**config.mk**
```make
export PLATFORM = sky130hd
export DESIGN_NAME = ica_ctrl
export DESIGN_NICKNAME = d
export VERILOG_FILES = /design/src/rtl/ica_pkg.sv /design/src/rtl/ica_ctrl.sv
export SDC_FILE = /design/constraint.sdc
export NUM_CORES = 1
export LEC_CHECK = 0
export ABC_AREA = 0
export CAP_MARGIN = 20
export CORE_AREA = 2 2 39 41
export DETAILED_ROUTE_END_ITERATION = 8
export DIE_AREA = 0 0 41 43
export DONT_BUFFER_PORTS = 1
export GPL_TIMING_DRIVEN = 1
export HOLD_SLACK_MARGIN = 0.12
export PLACE_DENSITY_LB_ADDON = 0.08
export SKIP_LAST_GASP = 1
export SLEW_MARGIN = 0
export SYNTH_ARGS = -nofsm -noshare
export SYNTH_HDL_FRONTEND = slang
export SYNTH_SLANG_ARGS = --single-unit
```
**constraint.sdc**
```tcl
create_clock -name clk -period 2.7 [get_ports clk]
set_clock_uncertainty 0.05 [all_clocks]
set_input_delay 0.27 -clock clk [delete_from_list [all_inputs] [get_ports clk]]
set_output_delay 0.27 -clock clk [all_outputs]
set_load 0.02 [all_outputs]
```
**src/rtl/ica_pkg.sv**
```systemverilog
// ica_pkg: shared types, codes and constants for the integer arithmetic unit
// no dependencies
`default_nettype none
package ica_pkg;
  localparam int unsigned DATA_WIDTH_DEF = 32;
  localparam int unsigned OP_W = 3;
  localparam int unsigned ST_W = 3;
  localparam int unsigned FIELD_W = 32;

  typedef enum logic [OP_W-1:0] {
    OP_ADD = 3'd0, OP_SUB = 3'd1, OP_MUL = 3'd2, OP_DIV = 3'd3,
    OP_POW = 3'd4, OP_SQRT = 3'd5, OP_REM = 3'd6, OP_INV = 3'd7
  } op_t;

  typedef enum logic [ST_W-1:0] {
    ST_OK = 3'd0, ST_OVF = 3'd1, ST_DIV0 = 3'd2, ST_NEGROOT = 3'd3, ST_INVALID = 3'd4
  } status_t;

  typedef enum logic [2:0] {
    CMD_NONE  = 3'd0,
    CMD_LOAD  = 3'd1,
    CMD_DIV   = 3'd2,
    CMD_SQRT  = 3'd3,
    CMD_MUL   = 3'd4,
    CMD_POW   = 3'd5,
    CMD_FIN   = 3'd6
  } cmd_t;

  typedef struct packed {
    cmd_t cmd;
  } ica_ctl_t;

  typedef struct packed {
    logic step_done;
    logic pow_done;
  } ica_sts_t;
endpackage
`default_nettype wire

```
**src/rtl/ica_ctrl.sv**
```systemverilog
// ica_ctrl: controller state machine sequencing the datapath
// depends on ica_pkg
`default_nettype none
module ica_ctrl
  import ica_pkg::*;
(
  input  wire logic     clk,
  input  wire logic     rst_n,
  input  wire logic     in_fire,
  input  wire op_t      op,
  input  wire logic     out_free,
  input  wire ica_sts_t sts,
  output logic          in_tready,
  output ica_ctl_t      ctl
);
  typedef enum logic [5:0] {
    S_IDLE = 6'b000001, S_ITER = 6'b000010, S_MUL = 6'b000100,
    S_POW  = 6'b001000, S_FIN  = 6'b010000, S_WAIT = 6'b100000
  } state_t;

  state_t state_r, state_nxt;
  op_t    op_r;

  always_ff @(posedge clk) begin
    if (!rst_n) begin
      state_r <= S_IDLE;
    end else begin
      state_r <= state_nxt;
    end
  end

  always_ff @(posedge clk) begin
    if (in_fire) begin
      op_r <= op;
    end
  end

  always_comb begin
    state_nxt = state_r;
    ctl.cmd   = CMD_NONE;
    in_tready = 1'b0;
    unique case (state_r)
      S_IDLE: begin
        in_tready = 1'b1;
        if (in_fire) begin
          ctl.cmd = CMD_LOAD;
          unique case (op) inside
            OP_DIV, OP_REM, OP_SQRT: state_nxt = S_ITER;
            OP_MUL:                  state_nxt = S_MUL;
            OP_POW:                  state_nxt = S_POW;
            default:                 state_nxt = S_FIN;
          endcase
        end
      end
      S_ITER: begin
        ctl.cmd = (op_r == OP_SQRT) ? CMD_SQRT : CMD_DIV;
        if (sts.step_done) state_nxt = S_FIN;
      end
      S_MUL: begin
        ctl.cmd   = CMD_MUL;
        state_nxt = S_FIN;
      end
      S_POW: begin
        ctl.cmd = CMD_POW;
        if (sts.pow_done) state_nxt = S_FIN;
      end
      S_FIN: begin
        if (out_free) begin
          ctl.cmd   = CMD_FIN;
          state_nxt = S_IDLE;
        end else begin
          state_nxt = S_WAIT;
        end
      end
      S_WAIT: begin
        if (out_free) begin
          ctl.cmd   = CMD_FIN;
          state_nxt = S_IDLE;
        end
      end
      default: state_nxt = S_IDLE;
    endcase
  end
endmodule
`default_nettype wire

```
==> metrics.txt <==
# TYPE chip_impl_metric gauge
chip_impl_metric{name="grt.overflow.total",unit=""} 0
chip_impl_metric{name="nNetsFinal",unit=""} 75
chip_impl_metric{name="worstMarginPinSlew",unit="ns"} 0.7144
chip_impl_metric{name="post_route_cells_drive_above_1_share",unit="%"} 12.31
chip_impl_metric{name="top_level_ports",unit=""} 13
chip_impl_metric{name="area_growth",unit="%"} 13.62
chip_impl_metric{name="count_of_cell_instances_traversed_by_the_critical_path",unit=""} 4
chip_impl_metric{name="timing.critical_path.buf_inv",unit=""} 0
chip_impl_info{name="crit_path_top_delay_cell",value="sky130_fd_sc_hd__or4_4"} 1
chip_impl_info{name="yosys-top-cells-count",value="sky130_fd_sc_hd__dfxtp_1 (6), sky130_fd_sc_hd__nand2_1 (4), sky130_fd_sc_hd__nand3_1 (4)"} 1
chip_impl_metric{name="yosys-mux-area-fraction",unit="%"} 0
chip_impl_metric{name="post_synth_fa_ha_maj_area_fraction",unit="%"} 0
chip_impl_metric{name="synth-compound-area-share",unit="%"} 20.09
chip_impl_metric{name="setup-violations-final",unit=""} 0
chip_impl_metric{name="fin_crit",unit="ns"} 2.186
chip_impl_metric{name="synthSimpleGateAreaFrac",unit="%"} 33.48
chip_impl_info{name="synth_top_family_by_area",value="simple AND/OR/NAND/NOR gates"} 1
chip_impl_info{name="crit_path_end",value="ctl[0]"} 1
chip_impl_metric{name="met3_length",unit="um"} 89
chip_impl_metric{name="period_share",unit="%"} 80.95
chip_impl_metric{name="core_region_area",unit="mm^2"} 0.001384
chip_impl_info{name="crit_path_end_kind",value="output port"} 1
chip_impl_metric{name="drt_first_pass_iters",unit=""} 4
chip_impl_metric{name="post-route-cell-area",unit="um^2"} 636.9
chip_impl_metric{name="max_cap_viol_count",unit=""} 0
chip_impl_metric{name="initial_antenna_violation_count",unit=""} 0
chip_impl_info{name="run_status",value="finished, final reports clean"} 1
chip_impl_metric{name="clk-insertion-delay-late",unit="ns"} 0.25
chip_impl_metric{name="grt_start_max_net_pins",unit=""} 11
chip_impl_metric{name="synth-xor-area-share",unit="%"} 4.688
chip_impl_metric{name="cts.reportedPaths.clkPinSlew",unit="ns"} 0.05
chip_impl_metric{name="routed_wl",unit="um"} 1184
chip_impl_metric{name="fin_setup_tns",unit="ns"} 0
chip_impl_info{name="min-delay-start",value="op[1]"} 1
chip_impl_metric{name="async_flop_share",unit="%"} 0
chip_impl_metric{name="syn-instance-count",unit=""} 59
chip_impl_info{name="timing.rr.end",value="state_r[0]"} 1
chip_impl_metric{name="intPower",unit="uW"} 247.5
chip_impl_info{name="cts_tree",value="yes"} 1
chip_impl_info{name="synthTopCellsByArea",value="sky130_fd_sc_hd__dfxtp_1 (21%), sky130_fd_sc_hd__edfxtp_1 (16%), sky130_fd_sc_hd__nand3_1 (3.6%)"} 1
chip_impl_metric{name="routed_via_density",unit=""} 6.000
chip_impl_info{name="synth_flop_cell",value="sky130_fd_sc_hd__dfxtp_1"} 1
chip_impl_metric{name="mappedNetlistNets",unit=""} 68
chip_impl_metric{name="worst_r2r_path_depth",unit=""} 4
chip_impl_metric{name="netlist-cell-type-count",unit=""} 38
chip_impl_metric{name="cts_repair_resize_count",unit=""} 0
chip_impl_metric{name="tritoncts.num_buffers",unit=""} 3
chip_impl_metric{name="met2WireLength",unit="um"} 540
chip_impl_metric{name="total_switching_power",unit="uW"} 109.7
chip_impl_info{name="hold_path.class",value="in -> reg"} 1
chip_impl_info{name="cp_cell_sequence",value="or4_4 -> nor3b_1 -> nand4b_1 -> nand3_1"} 1
chip_impl_metric{name="via_count",unit=""} 486
chip_impl_metric{name="crit_arrival",unit="ns"} 1.87
chip_impl_metric{name="pwr_density_cell",unit="mW/mm^2"} 560.9
chip_impl_metric{name="combPwrFrac",unit="%"} 25.7
chip_impl_metric{name="placementRows",unit=""} 14
chip_impl_metric{name="gp_congestion",unit=""} 0.7023
chip_impl_info{name="yosys.cell_count.top_type",value="sky130_fd_sc_hd__dfxtp_1"} 1
chip_impl_metric{name="port-buffer-count",unit=""} 0
chip_impl_metric{name="critPathMaxStageDelay",unit="ns"} 0.55
chip_impl_metric{name="drc",unit=""} 0
chip_impl_metric{name="crit_fanout",unit=""} 10
chip_impl_metric{name="synth_largest_type_area_fraction",unit="%"} 21.43
chip_impl_metric{name="synth_edf_count",unit=""} 3
chip_impl_metric{name="relative_contribution_of_the_clock_network_to_total_power",unit="%"} 27.7
chip_impl_metric{name="met1_wirelength",unit="um"} 537
chip_impl_info{name="worstSetupPathType",value="reg -> out"} 1
chip_impl_info{name="synth_top_cell_by_area",value="sky130_fd_sc_hd__dfxtp_1"} 1
chip_impl_info{name="cp-startpoint",value="state_r[3]"} 1
chip_impl_info{name="highest_layer",value="met4"} 1
chip_impl_metric{name="grt_pass1_vias",unit=""} 435
chip_impl_metric{name="n_antenna_cell",unit=""} 0
chip_impl_metric{name="highest_attainable_clock_frequency",unit="GHz"} 0.4575
chip_impl_metric{name="cts.sinks",unit=""} 9
chip_impl_metric{name="yosys_register_bits",unit=""} 9
chip_impl_metric{name="hpwlAfterDp",unit="um"} 863.5
chip_impl_info{name="critical_path.reg2reg.startpoint",value="state_r[3]"} 1
chip_impl_metric{name="die_h",unit="um"} 43
chip_impl_metric{name="ys_seq_area_share",unit="%"} 37.50
chip_impl_metric{name="final_antenna_net_count",unit=""} 0
chip_impl_metric{name="grt.total_usage",unit="%"} 15.86
chip_impl_metric{name="htree_levels",unit=""} 1
chip_impl_metric{name="dr_wl_cell",unit="um"} 14.62
chip_impl_metric{name="grt_first_pass_wirelength",unit="um"} 1794
chip_impl_metric{name="die_outline_width",unit="um"} 41
chip_impl_metric{name="power_frac_seq",unit="%"} 46.6
chip_impl_metric{name="initial_core_util",unit="%"} 40.51
chip_impl_metric{name="cts-root-to-sink-buffers",unit=""} 2
chip_impl_metric{name="p_leak",unit="uW"} 0.0002365
chip_impl_info{name="critPathTopFamily",value="simple AND/OR/NAND/NOR gates"} 1
chip_impl_metric{name="layout.filler_cells",unit=""} 136
chip_impl_info{name="start_kind",value="register"} 1
chip_impl_metric{name="hold_viol",unit=""} 0
chip_impl_info{name="setup_repair_after_global_routing_missed_its_margin",value="false"} 1
chip_impl_info{name="ctsRootBufferMaster",value="sky130_fd_sc_hd__clkbuf_4"} 1
chip_impl_metric{name="design.die.area",unit="mm^2"} 0.001763
chip_impl_metric{name="post_synth_instance_area",unit="um^2"} 560.5
chip_impl_metric{name="critPathRequiredTime",unit="ns"} 2.38
chip_impl_metric{name="reg2reg_slack",unit="ns"} 0.86
chip_impl_metric{name="maxSlewViolCount",unit=""} 0
chip_impl_metric{name="irDropWorstVdd",unit="V"} 0.0003254
chip_impl_metric{name="first_iter_violations",unit=""} 13
chip_impl_metric{name="yosysWarnings",unit=""} 0
chip_impl_metric{name="placed_area",unit="um^2"} 560.5
chip_impl_metric{name="syn_area_per_cell",unit="um^2"} 9.501
chip_impl_metric{name="p_sw_share",unit="%"} 30.72
chip_impl_metric{name="max_slew_margin",unit="%"} 51.93
[flip-flops by register name (all words and copies together), names as in the netlist]
signal,flops
state_r,6
op_r,3
[logic make-up after synthesis]
group | Yosys count
xor gates and xnor gates | 3
buffers and inverters | 4
DFF | 9
AOI/OAI and AO/OA | 15
and+or+nand+nor | 28
[what timing repair did]
item,4_1_cts,5_1_grt
hold buffers,5,0
buffers inserted,0,0
hold endpoints to repair,8,0
[stage by stage]
stage,setup WS [ns],total power (uW),hold slack [ns],util [%],std cells
3_3_place_gp,0.8280,254.9,0.3191,40.51,72
5_1_grt,0.4412,376.5,0.1330,46.02,81
3_5_place_dp,0.7821,253.1,0.3149,40.51,72
6_report,0.5142,357.2,0.1355,46.02,81
4_1_cts,0.4872,358.6,0.1354,46.02,81
2_1_floorplan,0.9015,240.7,0.2961,-,59
[worst min path at each step]
stage	end	slack, ns	depth (start not counted)
floorplan	state_r[2]	0.30	1
global placement	op_r[1]	0.32	0
detailed placement	state_r[2]	0.31	1
CTS	state_r[2]	0.14	1
global route	state_r[2]	0.13	1
finish	state_r[2]	0.14	1
[power by group through the flow]
stage          combinational, uW  clock (uW)  sequential, uW
2_1_floorplan               80.0           0             161
3_3_place_gp                85.4           0             170
3_5_place_dp                84.6           0             168
4_1_cts                     91.5         102             166
5_1_grt                      101         108             168
6_report                    91.8        98.8             167
[worst register-to-register path, delay by kind of cell, from the launching register on]
family	cells	cell delay, ns
AO/OA/AOI/OAI	2	0.21
flip-flops	1	0.40
AND/OR/NAND/NOR	2	1.06
[layout make-up]
type / instances / area, um^2 / share of cell area [%]
clock buffers: 4 / 26.28 / 4.126
multi-input cells: 46 / 326.6 / 51.28
repair buffers: 5 / 50.05 / 7.859
flip-flops and latches: 9 / 210.2 / 33.01
well taps: 16 / 20.02 / 3.143
inverters: 1 / 3.754 / 0.5894
[layout by cell type, fill, tap and decap left out, types with 2 or more instances in the layout]
cell type	n
sky130_fd_sc_hd__o21ai_0	2
sky130_fd_sc_hd__dlygate4sd3_1	5
sky130_fd_sc_hd__nor2b_1	2
sky130_fd_sc_hd__nor3b_1	2
sky130_fd_sc_hd__nand4b_1	2
sky130_fd_sc_hd__nand2_1	4
sky130_fd_sc_hd__clkbuf_4	3
sky130_fd_sc_hd__dfxtp_1	6
sky130_fd_sc_hd__xor2_1	2
sky130_fd_sc_hd__a21oi_1	2
sky130_fd_sc_hd__edfxtp_1	3
sky130_fd_sc_hd__nand3_1	4
sky130_fd_sc_hd__nor2_1	3
[layer usage]
layer  GRT usage, %  vias to the layer above
met5              0                        -
met4          12.00                        0
met3          6.283                        2
met2          21.88                       11
met1          18.69                      230
li1               -                      243
Power figures use the tool's default switching activity.
